`src/b64_pkg.sv`:
```
`default_nettype none

package b64_pkg;

    // Job queue between the front and back ends
    localparam int JOB_FIFO_DEPTH = 4;
    localparam int JOB_PTR_W      = $clog2(JOB_FIFO_DEPTH);

    // Pad character
    localparam logic [7:0] PAD_CHAR = 8'h3d;

    // Result counts per job
    localparam logic [2:0] ENC_FULL_CHARS  = 3'd4;
    localparam logic [2:0] DEC_FULL_BYTES  = 3'd3;

    // One unit of output work: a left-aligned 24-bit group and how to expand it
    typedef struct packed {
        logic [23:0] bits;    // group value, left-aligned
        logic        enc;     // 1: emit four characters, 0: emit bytes
        logic [2:0]  n_data;  // characters from the alphabet / bytes; 0 is the end marker
        logic        last;    // flag the final result of this job as message end
    } job_t;

    // Alphabet lookup: six-bit value to ASCII
    function automatic logic [7:0] enc_char(input logic [5:0] v);
        logic [7:0] w;
        w = {2'b00, v};
        if (v < 6'd26)
            return w + 8'd65;
        else if (v < 6'd52)
            return w + 8'd71;
        else if (v < 6'd62)
            return w - 8'd4;
        else if (v == 6'd62)
            return 8'h2b;
        else
            return 8'h2f;
    endfunction

    // Reverse lookup: {valid, six-bit value}; invalid for '=' and any non-alphabet code
    function automatic logic [6:0] dec_char(input logic [7:0] c);
        if (c >= 8'h41 && c <= 8'h5a)
            return {1'b1, 6'(c - 8'h41)};
        else if (c >= 8'h61 && c <= 8'h7a)
            return {1'b1, 6'(c - 8'h47)};
        else if (c >= 8'h30 && c <= 8'h39)
            return {1'b1, 6'(c + 8'h04)};
        else if (c == 8'h2b)
            return {1'b1, 6'd62};
        else if (c == 8'h2f)
            return {1'b1, 6'd63};
        else
            return 7'd0;
    endfunction

endpackage

`default_nettype wire

```
`src/b64_if.sv`:
```
`default_nettype none

// Input channel: one byte or character per transaction
interface b64_in_if;
    logic       valid;
    logic       ready;
    logic [7:0] in_byte;
    logic       in_last;

    modport source (output valid, output in_byte, output in_last, input ready);
    modport sink   (input valid, input in_byte, input in_last, output ready);
endinterface

// Output channel: one character or byte per transaction
interface b64_out_if;
    logic       valid;
    logic       ready;
    logic [7:0] out_byte;
    logic       out_has_data;
    logic       out_last;

    modport source (output valid, output out_byte, output out_has_data, output out_last,
                    input ready);
    modport sink   (input valid, input out_byte, input out_has_data, input out_last,
                    output ready);
endinterface

`default_nettype wire

```
`src/b64_front.sv`:
```
`default_nettype none

module b64_front (
    input  wire logic         clk,
    input  wire logic         rst_n,
    input  wire logic         cfg_we,
    input  wire logic         cfg_wdata,
    input  wire logic         in_valid,
    output logic              in_ready,
    input  wire logic [7:0]   in_byte,
    input  wire logic         in_last,
    input  wire logic         job_full,
    output logic              job_push,
    output b64_pkg::job_t     job_data
);

    logic        mode_reg, mode_next;
    logic [23:0] bits_reg, bits_next;
    logic [1:0]  fill_reg, fill_next;
    logic        stop_reg, stop_next;

    logic        accept;
    logic [23:0] enc_sh;
    logic [23:0] dec_sh;
    logic [6:0]  dec_v;
    logic [23:0] dec_bits;
    logic [1:0]  dec_fill;
    logic        dec_full;

    assign in_ready = !job_full;
    assign accept   = in_valid && in_ready;
    assign enc_sh   = {bits_reg[15:0], in_byte};
    assign dec_v    = b64_pkg::dec_char(in_byte);
    assign dec_sh   = {bits_reg[17:0], dec_v[5:0]};

    // Classify the transaction, update the group and build a job
    always_comb
    begin
        mode_next = mode_reg;
        bits_next = bits_reg;
        fill_next = fill_reg;
        stop_next = stop_reg;
        job_push  = 1'b0;
        job_data  = '0;
        dec_bits  = bits_reg;
        dec_fill  = fill_reg;
        dec_full  = 1'b0;

        if (cfg_we)
        begin
            mode_next = cfg_wdata;
            bits_next = '0;
            fill_next = '0;
            stop_next = 1'b0;
        end
        else if (accept)
        begin
            if (!mode_reg)
            begin
                // Encode: gather three bytes
                job_data.enc = 1'b1;
                if (fill_reg == 2'd2)
                begin
                    job_push         = 1'b1;
                    job_data.bits    = enc_sh;
                    job_data.n_data  = b64_pkg::ENC_FULL_CHARS;
                    job_data.last    = in_last;
                    bits_next        = '0;
                    fill_next        = '0;
                end
                else
                begin
                    bits_next = enc_sh;
                    fill_next = fill_reg + 2'd1;
                    if (in_last)
                    begin
                        job_push      = 1'b1;
                        job_data.last = 1'b1;
                        if (fill_reg == 2'd1)
                        begin
                            job_data.bits   = {enc_sh[15:0], 8'h00};
                            job_data.n_data = 3'd3;
                        end
                        else
                        begin
                            job_data.bits   = {enc_sh[7:0], 16'h0000};
                            job_data.n_data = 3'd2;
                        end
                    end
                end
            end
            else
            begin
                // Decode: gather four characters until a stop
                job_data.enc = 1'b0;
                if (!stop_reg)
                begin
                    if (!dec_v[6])
                    begin
                        stop_next = 1'b1;
                    end
                    else if (fill_reg == 2'd3)
                    begin
                        dec_full        = 1'b1;
                        job_push        = 1'b1;
                        job_data.bits   = dec_sh;
                        job_data.n_data = b64_pkg::DEC_FULL_BYTES;
                        job_data.last   = in_last;
                        dec_bits        = '0;
                        dec_fill        = '0;
                    end
                    else
                    begin
                        dec_bits = dec_sh;
                        dec_fill = fill_reg + 2'd1;
                    end
                end
                bits_next = dec_bits;
                fill_next = dec_fill;

                // Flush a partial group at message end
                if (in_last && !dec_full)
                begin
                    job_push      = 1'b1;
                    job_data.last = 1'b1;
                    if (dec_fill == 2'd2)
                    begin
                        job_data.bits   = {dec_bits[11:0], 12'h000};
                        job_data.n_data = 3'd1;
                    end
                    else if (dec_fill == 2'd3)
                    begin
                        job_data.bits   = {dec_bits[17:0], 6'h00};
                        job_data.n_data = 3'd2;
                    end
                    else
                    begin
                        job_data.n_data = 3'd0;
                    end
                end
            end

            // Message end clears the group
            if (in_last)
            begin
                bits_next = '0;
                fill_next = '0;
                stop_next = 1'b0;
            end
        end
    end

    always_ff @(posedge clk or negedge rst_n)
    begin
        if (!rst_n)
        begin
            mode_reg <= 1'b0;
            bits_reg <= '0;
            fill_reg <= '0;
            stop_reg <= 1'b0;
        end
        else
        begin
            mode_reg <= mode_next;
            bits_reg <= bits_next;
            fill_reg <= fill_next;
            stop_reg <= stop_next;
        end
    end

endmodule

`default_nettype wire

```
`src/b64_job_fifo.sv`:
```
`default_nettype none

module b64_job_fifo (
    input  wire logic          clk,
    input  wire logic          rst_n,
    input  wire logic          push,
    input  wire b64_pkg::job_t push_data,
    output logic               full,
    input  wire logic          pop,
    output logic               head_valid,
    output b64_pkg::job_t      head_data
);

    b64_pkg::job_t                slot_reg [b64_pkg::JOB_FIFO_DEPTH];
    logic [b64_pkg::JOB_PTR_W-1:0] wr_ptr_reg, wr_ptr_next;
    logic [b64_pkg::JOB_PTR_W-1:0] rd_ptr_reg, rd_ptr_next;
    logic [b64_pkg::JOB_PTR_W:0]   count_reg, count_next;
    logic                          do_push;
    logic                          do_pop;

    assign full       = (count_reg == (b64_pkg::JOB_PTR_W+1)'(b64_pkg::JOB_FIFO_DEPTH));
    assign head_valid = (count_reg != '0);
    assign head_data  = slot_reg[rd_ptr_reg];
    assign do_push    = push && !full;
    assign do_pop     = pop && head_valid;

    // Advance pointers and count
    always_comb
    begin
        wr_ptr_next = wr_ptr_reg + (b64_pkg::JOB_PTR_W)'(do_push);
        rd_ptr_next = rd_ptr_reg + (b64_pkg::JOB_PTR_W)'(do_pop);
        count_next  = count_reg + (b64_pkg::JOB_PTR_W+1)'(do_push)
                                - (b64_pkg::JOB_PTR_W+1)'(do_pop);
    end

    always_ff @(posedge clk or negedge rst_n)
    begin
        if (!rst_n)
        begin
            wr_ptr_reg <= '0;
            rd_ptr_reg <= '0;
            count_reg  <= '0;
        end
        else
        begin
            wr_ptr_reg <= wr_ptr_next;
            rd_ptr_reg <= rd_ptr_next;
            count_reg  <= count_next;
        end
    end

    // Store the job
    always_ff @(posedge clk)
    begin
        if (do_push)
            slot_reg[wr_ptr_reg] <= push_data;
    end

endmodule

`default_nettype wire

```
`src/b64_back.sv`:
```
`default_nettype none

module b64_back (
    input  wire logic          clk,
    input  wire logic          rst_n,
    input  wire logic          job_valid,
    input  wire b64_pkg::job_t job_data,
    output logic               job_pop,
    output logic               out_valid,
    input  wire logic          out_ready,
    output logic [7:0]         out_byte,
    output logic               out_has_data,
    output logic               out_last
);

    logic [1:0] idx_reg, idx_next;
    logic       valid_reg, valid_next;
    logic [7:0] byte_reg, byte_next;
    logic       has_reg, has_next;
    logic       last_reg, last_next;

    logic       load;
    logic [1:0] final_idx;
    logic [5:0] sextet;
    logic [7:0] octet;

    assign out_valid    = valid_reg;
    assign out_byte     = byte_reg;
    assign out_has_data = has_reg;
    assign out_last     = last_reg;

    assign load    = job_valid && (!valid_reg || out_ready);
    assign job_pop = load && (idx_reg == final_idx);

    // Index of the final result of the head job
    always_comb
    begin
        if (job_data.enc)
            final_idx = 2'd3;
        else if (job_data.n_data == 3'd0)
            final_idx = 2'd0;
        else
            final_idx = 2'(job_data.n_data - 3'd1);
    end

    // Pick the field for the current result
    always_comb
    begin
        case (idx_reg)
            2'd0:    sextet = job_data.bits[23:18];
            2'd1:    sextet = job_data.bits[17:12];
            2'd2:    sextet = job_data.bits[11:6];
            default: sextet = job_data.bits[5:0];
        endcase
        case (idx_reg)
            2'd0:    octet = job_data.bits[23:16];
            2'd1:    octet = job_data.bits[15:8];
            default: octet = job_data.bits[7:0];
        endcase
    end

    // Expand the head job one result per transaction
    always_comb
    begin
        idx_next   = idx_reg;
        valid_next = valid_reg;
        byte_next  = byte_reg;
        has_next   = has_reg;
        last_next  = last_reg;

        if (load)
        begin
            valid_next = 1'b1;
            last_next  = job_data.last && (idx_reg == final_idx);
            if (job_data.enc)
            begin
                has_next = 1'b1;
                if ({1'b0, idx_reg} < job_data.n_data)
                    byte_next = b64_pkg::enc_char(sextet);
                else
                    byte_next = b64_pkg::PAD_CHAR;
            end
            else if (job_data.n_data == 3'd0)
            begin
                has_next  = 1'b0;
                byte_next = 8'h00;
            end
            else
            begin
                has_next  = 1'b1;
                byte_next = octet;
            end
            idx_next = (idx_reg == final_idx) ? 2'd0 : idx_reg + 2'd1;
        end
        else if (out_ready)
        begin
            valid_next = 1'b0;
        end
    end

    always_ff @(posedge clk or negedge rst_n)
    begin
        if (!rst_n)
        begin
            idx_reg   <= '0;
            valid_reg <= 1'b0;
        end
        else
        begin
            idx_reg   <= idx_next;
            valid_reg <= valid_next;
        end
    end

    // Hold the result payload
    always_ff @(posedge clk)
    begin
        byte_reg <= byte_next;
        has_reg  <= has_next;
        last_reg <= last_next;
    end

endmodule

`default_nettype wire

```
`src/base64_codec_top.sv`:
```
`default_nettype none

// Streaming Base64 codec (standard alphabet, '=' padding). cfg_we/cfg_wdata sets the
// mode (0 encode, 1 decode) and clears any partial group; write it only while idle.
// Input transactions carry one byte with a message-end flag; output transactions carry
// one character or byte, a data flag (0 only on the empty end marker of a decoded
// message) and a message-end flag. The front end takes one input per cycle while the job
// queue is not full and hands each finished group to a four-entry job queue; the back
// end emits one result per cycle from that queue through a registered output while the
// receiver is ready. Encoding throughput is therefore set by the single-result back end,
// which gives four results per three input bytes; decoding takes one character per cycle.
module base64_codec_top (
    input  wire logic clk,
    input  wire logic rst_n,
    input  wire logic cfg_we,
    input  wire logic cfg_wdata,
    b64_in_if.sink    in_ch,
    b64_out_if.source out_ch
);

    logic          job_full;
    logic          job_push;
    b64_pkg::job_t job_wdata;
    logic          job_pop;
    logic          job_valid;
    b64_pkg::job_t job_head;

    // Classify input and collect groups
    b64_front u_front (
        .clk       (clk),
        .rst_n     (rst_n),
        .cfg_we    (cfg_we),
        .cfg_wdata (cfg_wdata),
        .in_valid  (in_ch.valid),
        .in_ready  (in_ch.ready),
        .in_byte   (in_ch.in_byte),
        .in_last   (in_ch.in_last),
        .job_full  (job_full),
        .job_push  (job_push),
        .job_data  (job_wdata)
    );

    // Decouple front and back ends
    b64_job_fifo u_fifo (
        .clk        (clk),
        .rst_n      (rst_n),
        .push       (job_push),
        .push_data  (job_wdata),
        .full       (job_full),
        .pop        (job_pop),
        .head_valid (job_valid),
        .head_data  (job_head)
    );

    // Expand jobs into output transactions
    b64_back u_back (
        .clk          (clk),
        .rst_n        (rst_n),
        .job_valid    (job_valid),
        .job_data     (job_head),
        .job_pop      (job_pop),
        .out_valid    (out_ch.valid),
        .out_ready    (out_ch.ready),
        .out_byte     (out_ch.out_byte),
        .out_has_data (out_ch.out_has_data),
        .out_last     (out_ch.out_last)
    );

endmodule

`default_nettype wire

```
`src/flat_wrapper.sv`:
```
// flat-port wrapper written by rule: the top's interface ports become plain ports
module base64_codec_top_flat 
  (clk, rst_n, cfg_we, cfg_wdata, in_ch_valid, in_ch_in_byte, in_ch_in_last, in_ch_ready, out_ch_valid, out_ch_out_byte, out_ch_out_has_data, out_ch_out_last, out_ch_ready);
  b64_in_if in_ch_i ();
  b64_out_if out_ch_i ();
  input  wire logic clk;
  input  wire logic rst_n;
  input  wire logic cfg_we;
  input  wire logic cfg_wdata;
  input wire logic [$bits(in_ch_i.valid)-1:0] in_ch_valid;
  input wire logic [$bits(in_ch_i.in_byte)-1:0] in_ch_in_byte;
  input wire logic [$bits(in_ch_i.in_last)-1:0] in_ch_in_last;
  output wire logic [$bits(in_ch_i.ready)-1:0] in_ch_ready;
  output wire logic [$bits(out_ch_i.valid)-1:0] out_ch_valid;
  output wire logic [$bits(out_ch_i.out_byte)-1:0] out_ch_out_byte;
  output wire logic [$bits(out_ch_i.out_has_data)-1:0] out_ch_out_has_data;
  output wire logic [$bits(out_ch_i.out_last)-1:0] out_ch_out_last;
  input wire logic [$bits(out_ch_i.ready)-1:0] out_ch_ready;
  assign in_ch_i.valid = in_ch_valid;
  assign in_ch_i.in_byte = in_ch_in_byte;
  assign in_ch_i.in_last = in_ch_in_last;
  assign in_ch_ready = in_ch_i.ready;
  assign out_ch_valid = out_ch_i.valid;
  assign out_ch_out_byte = out_ch_i.out_byte;
  assign out_ch_out_has_data = out_ch_i.out_has_data;
  assign out_ch_out_last = out_ch_i.out_last;
  assign out_ch_i.ready = out_ch_ready;
  base64_codec_top u_core (.clk(clk), .rst_n(rst_n), .cfg_we(cfg_we), .cfg_wdata(cfg_wdata), .in_ch(in_ch_i), .out_ch(out_ch_i));
endmodule
```
`config.mk`:
```
export PLATFORM = sky130hd
export DESIGN_NAME = base64_codec_top_flat
export DESIGN_NICKNAME = d
export VERILOG_FILES = /design/src/b64_pkg.sv /design/src/b64_if.sv /design/src/b64_front.sv /design/src/b64_job_fifo.sv /design/src/b64_back.sv /design/src/base64_codec_top.sv /design/src/flat_wrapper.sv
export SDC_FILE = /design/constraint.sdc
export NUM_CORES = 1
export LEC_CHECK = 0
export BUFFER_PORTS_ARGS = -buffer_cell sky130_fd_sc_hd__buf_4
export CORE_AREA = 2 2 128 130
export CTS_CLUSTER_DIAMETER = 100
export DETAILED_ROUTE_END_ITERATION = 16
export DIE_AREA = 0 0 130 132
export PLACE_DENSITY = 0.87
export SKIP_LAST_GASP = 1
export SYNTH_ARGS = -nofsm -noshare
export SYNTH_HDL_FRONTEND = slang
export SYNTH_SLANG_ARGS = --single-unit
export TNS_END_PERCENT = 100
```
`constraint.sdc`:
```
create_clock -name clk -period 9.55 [get_ports clk]
set_input_delay 0.955 -clock clk [delete_from_list [all_inputs] [get_ports clk]]
set_output_delay 0.955 -clock clk [all_outputs]
set_load 0.05 [all_outputs]
```
### After elaboration in Yosys (flattened, before gate mapping)

Memories as Yosys holds them, arrays and structs flattened.
Index checks and enable logic that the tools add are counted.

* latch bits: 0
* bits in writable memories: 116
* memories: 1
* output and inout bits: 12
* register bits after elaboration: 42
* memory bits (read-only): 0

Memory list
* u_core.u_fifo.slot_reg: depth 4, width 29, rd ports 1, clocked after memory_dff 0, wr ports 1, line b64_job_fifo.sv:14 `b64_pkg::job_t slot_reg [b64_pkg::JOB_FIFO_DEPTH];`

* shifts and indexed selects: 0
* mux-type cells: 80
* $add $sub $neg: 13
* reduce and logical (&&, ||, !) cells: 21
* bitwise operators: 0
* $lt $le $gt $ge: 10
* $mul: 0
* div/mod/pow operators: 0
* equality and inequality tests: 12

Operator list (number)
* $mux 24: 9
* $mux 18: 8
* $mux 29: 3
* $mux 8: 6
* $mux 7: 5
* $mux 2: 16
* $mux 1: 24
* $pmux 6 s3: 1
* $add 6x7->8 const B: 2
* $eq 8x6->1 const B: 2
* $ge 8x7->1 const B: 2
* $le 8x7->1 const B: 2
* $pmux 8 s2: 1
* $mux 3: 5
* $lt 6x6->1 const B: 2
* $eq 2x2->1 const B: 5
* $logic_and 1x1->1: 10
* $ge 8x6->1 const B: 1
* $le 8x6->1 const B: 1
* $mux 4: 2
* $sub 6x3->7 const B: 1
* $add 6x3->6 const B: 1
* $eq 6x6->1 const B: 1
* $lt 6x5->1 const B: 1
* 18 further kinds: 25

### Depth between registers and ports, before layout

* word-level depth: 20
* mapped depth: 17
* mapped depth without buffers: 15

### By module

A second synthesis with hierarchy kept.

* cell total of the unflattened synthesis: 804
* area total of the unflattened synthesis: 9160.0 um^2

Modules (own cells, without submodules)
* b64_job_fifo: area an instance 4584.4 um^2, times used 1, cells each 182
* b64_front: area an instance 3285.7 um^2, times used 1, cells each 467
* b64_back: area an instance 1290.0 um^2, times used 1, cells each 155

### Least setup slack after synthesis

No wires, ideal clock.

* path type: input to register
* start point: in in_ch_in_byte[2]
* end point: mem u_core.u_fifo.slot_reg[1][0] in the netlist's numbering (enable)
* arrival: 5013 ps
* data required time: 9092 ps
* path slack: 4080 ps
* stages on the path: 12
* buffers on the path: 2
* cell sequence: buf_2 -> inv_1 -> ha_1 -> nor2b_1 -> o21ai_0 -> a21oi_2 -> o2bb2ai_1 -> and2_1 -> buf_2 -> nand2_1 -> a21o_1 -> nor3b_1

* word-level cells in the longest chain between the ends: 20

RTL lines
* start, declared: line flat_wrapper.sv:11 `input wire logic [$bits(in_ch_i.in_byte)-1:0] in_ch_in_byte;`
* branches (longest 5 deep; another with $ge 8x6->1)
* $mux 7 *: line b64_pkg.sv:42 `if (c >= 8'h41 && c <= 8'h5a)`
* $mux 1 *: line b64_front.sv:98 `if (!dec_v[6])`
* $mux 1 *: line b64_front.sv:96 `if (!stop_reg)`
* $mux 1: line b64_front.sv:58 `if (!mode_reg)`
* $mux 1: line b64_front.sv:56 `else if (accept)`
* $mux 1: line b64_front.sv:49 `if (cfg_we)`
* $logic_not 1->1: line b64_front.sv:122 `if (in_last && !dec_full)`
* $logic_and 1x1->1: line b64_front.sv:122
* $mux 1 *: line b64_front.sv:122
* $mux 1 *: line b64_front.sv:58
* $mux 1 *: line b64_front.sv:56
* $mux 1 *: line b64_front.sv:49
* $logic_and 1x1->1 *: line b64_job_fifo.sv:24 `assign do_push = push && !full;`
* $mux 1 *: line b64_job_fifo.sv:55 `if (do_push)`
* $mux 1 (not written as such) *: line b64_job_fifo.sv:56 `slot_reg[wr_ptr_reg] <= push_data;`
* end, declared: line b64_job_fifo.sv:14

Every way passes the cells marked *. The select of a mux whose other input is x is not followed.

### Worst setup path after layout

* start point: in in_ch_in_byte[2]
* end point: mem u_core.u_fifo.slot_reg[2][21] in the netlist's numbering (enable)

Same word-level chain as after synthesis.

==> flow_summary.toml <==
[detailed_routing]
vias = 6816
avgRoutedWirePerCell_um = 21.3
totalWireLength_um = 22200
vias_per_cell = 6.53
drc_errors = 0
drtPass1Iterations = 7
initialDrtViolationCount = 933
antenna_left = 0

[critical_path]
crit_arrival_ns = 4.57
path_class = "primary input to flop"
rrSetupSlack_ns = 5.50
critical_path_required_ns = 9.67
worstSetupEndpointType = "flop"
start_kind = "primary input"
rr_startpoint = "u_core.u_front.fill_reg[0]$_DFFE_PN0P_"
r2r_end = "u_core.u_fifo.slot_reg[1][13]$_DFFE_PP_"
crit_fanout = 22
reg2reg_depth = 8

[sta]
hold_viol = 0
final.setup_skew_ns = 0.00853
setup_tns_ns = 0
drv_slew = 0
slew_headroom_pct = 14.5
fmax_mhz = 225
final-setup-viol-count = 0
finalCritPeriodShare_pct = 46.5
rsz0062_at_grt = "no"
worstMarginPinSlew_ns = 1.28
worst_slack_ns = 5.11
min_period_ns = 4.44

[final_layout]
multiInputGateArea_um2 = 4190
fin_area_um2 = 10100
syn_to_final_growth_pct = 9.79
nets = 858
stdcell_count = 1044
drive_gt1_share_pct = 15.7
fillerInstances = 1151
largest_register_ffs = 116
diodes = 0
register_area_um2 = 4590
finish.utilization_pct = 64.0

[cts]
path_clk_slew_ns = 0.06
ctsResizeCount = 0
cts_sinks = 158
clk_path_buf_depth = 2
cts_hold_buf = 0
postCtsSetupBuffers = 0
h-tree-depth = 4
cts_tree = "yes"
numCtsBuffers = 17
ctsRootBufferMaster = "clkbuf_16"
clk_latency_ns = 0.43

[yosys]
synth_area_um2 = 9170
yosys.area.top_type = "edfxtp_1"
synth.distinct_cells = 90
synth_mux_area_share_pct = 9.23
synth_top_family_by_area = "compound AO/OA/AOI/OAI gates"
ys_warn_count = 0
synth_fp_nets = 859
syn_avg_cell_area_um2 = 11.2
yosys.area_share.simple_pct = 13.6
yosysSeqAreaShare_pct = 50.0
ys_top_cells_by_area = "edfxtp_1 41%, dfrtp_1 8.7%, mux4_2 4.4%"
synth_compound_area_share_pct = 17.4
async_reset_ff_share_pct = 20.3
ys_seq_elements = 158
yosysTopAreaCellShare_pct = 41.3
synth_fa_ha_area_share_pct = 3.90
ys.flop_type = "edfxtp_1"
synth-edff-count = 126
synth-xor-area-share_pct = 1.34
synth_cells = 816

[global_routing]
grt_max_degree = 61
use_met3_pct = 6.25
grtUsageMet1_pct = 35.9
track_usage_pct = 27.4
grt_busiest_layer = "met2"
use_met2_pct = 44.3
grt_pass1_vias = 6684
overflow = 0
antenna_found_initial = 0
grt_pass1_wl_um = 36200

[place]
place_hpwl_um = 15200
io_buffers = 26
place_area_um2 = 9440
placed_cells = 1012
place_ws_ns = 4.70
gp_congestion = 0.943

[die]
pin_count = 27
dieWidth_um = 130
dieArea_um2 = 17200
start_util_pct = 58.3
core_area_um2 = 15700
die_y_um = 132
rows = 46

[power]
p_per_area_nw_per_um2 = 285
peakVddDrop_mv = 0.171
leakage_nw = 3.64

[run]
maxCapViolations = 0

[status]
outcome = "completed"

[worst_hold_path]
holdCritPathClass = "primary input to asynchronous set/reset pin"
[layout make-up]
type,instances,share of cell area (%)
well taps,216,2.69
repair buffers,36,2.69
flip-flops and latches,158,45.6
clock buffers,21,4.48
inverters,30,1.12
clock inverters,11,1.77
multi-input cells,572,41.7
[cell families after synthesis]
| kind of cell | count (synthesis) |
|---|---|
| simple gates | 255 |
| compound gates | 218 |
| flops | 158 |
| buf+inv | 86 |
| mux | 57 |
| fa+ha+maj | 28 |
| xor+xnor | 14 |
[layer usage]
layer	vias to the layer above	share of wire [%]
met5	-	0
met4	0	3.3
met3	74	7.7
met2	368	49
met1	3265	40
li1	3109	-
[through the flow]
step	total power, mW	hold slack [ns]
after floorplan	1.90	0.470
after global placement	2.10	0.502
after detailed placement	2.15	0.518
after CTS	2.87	0.474
after global routing	3.02	0.498
final	2.87	0.460
[cells in the mapped netlist, drive strengths merged (3+ instances only)]
cell type,count
a211oi,4
nand3,22
xnor2,8
xor2,6
a31oi,27
dfrtp,32
o21a,4
mux2,15
nor3,18
mux2i,23
a21o,7
o31ai,8
a21oi,37
nand2,80
a32oi,3
mux4,19
buf,19
nor3b,7
clkbuf,37
nand3b,3
a22oi,7
a22o,14
or3,7
o21ai,42
nor2b,21
o311ai,6
o211ai,9
nand2b,8
and2,6
a21boi,3
edfxtp,126
a221oi,10
and3,8
ha,27
o22ai,10
inv,28
nor2,65
o22a,4
a311oi,4
[critical path, cell delays in order]
cell and delay, ns:
buf_4 0.16, inv_1 0.09, ha_1 0.27, nor2b_1 0.15, o21ai_0 0.29, a21oi_2 0.19
o2bb2ai_2 0.15, buf_4 0.32, and2_1 0.20, nand2_1 0.06, a21o_1 0.27, nor3b_2 1.03
buf_4 0.41
[worst max-delay path by stage]
stage                           startpoint                                 endpoint  slack (ns)  cells past startpoint
after floorplan           in_ch_in_byte[2]   u_core.u_fifo.slot_reg[1][0]$_DFFE_PP_        4.08                     12
after global placement    in_ch_in_byte[2]  u_core.u_fifo.slot_reg[2][15]$_DFFE_PP_        4.84                     13
after detailed placement  in_ch_in_byte[2]  u_core.u_fifo.slot_reg[2][15]$_DFFE_PP_        4.70                     13
after CTS                 in_ch_in_byte[2]  u_core.u_fifo.slot_reg[2][27]$_DFFE_PP_        5.12                     13
after global routing      in_ch_in_byte[2]  u_core.u_fifo.slot_reg[2][11]$_DFFE_PP_        4.87                     13
final                     in_ch_in_byte[2]  u_core.u_fifo.slot_reg[2][21]$_DFFE_PP_        5.11                     13
[cell usage in the layout (no fill, tap or decap), types with 8 or more instances in the layout]
master,n
edfxtp_1,126
nand2_1,78
nor2_1,65
o21ai_0,38
a21oi_1,36
buf_4,36
dfrtp_1,29
inv_1,28
ha_1,27
a31oi_1,25
mux2i_1,22
nand3_1,22
nor2b_1,20
mux4_2,18
clkbuf_16,17
nor3_1,15
a22o_1,14
mux2_2,11
o22ai_1,10
o211ai_1,9
xnor2_1,8
and3_1,8
nand2b_1,8
[power by group]
part | switching [mW] | total, mW | internal (mW)
Combinational | 0.692 | 1.18 | 0.492
Sequential | 0.118 | 0.960 | 0.842
Clock | 0.274 | 0.722 | 0.449
Note: power is estimated with default switching activity, not from simulation.
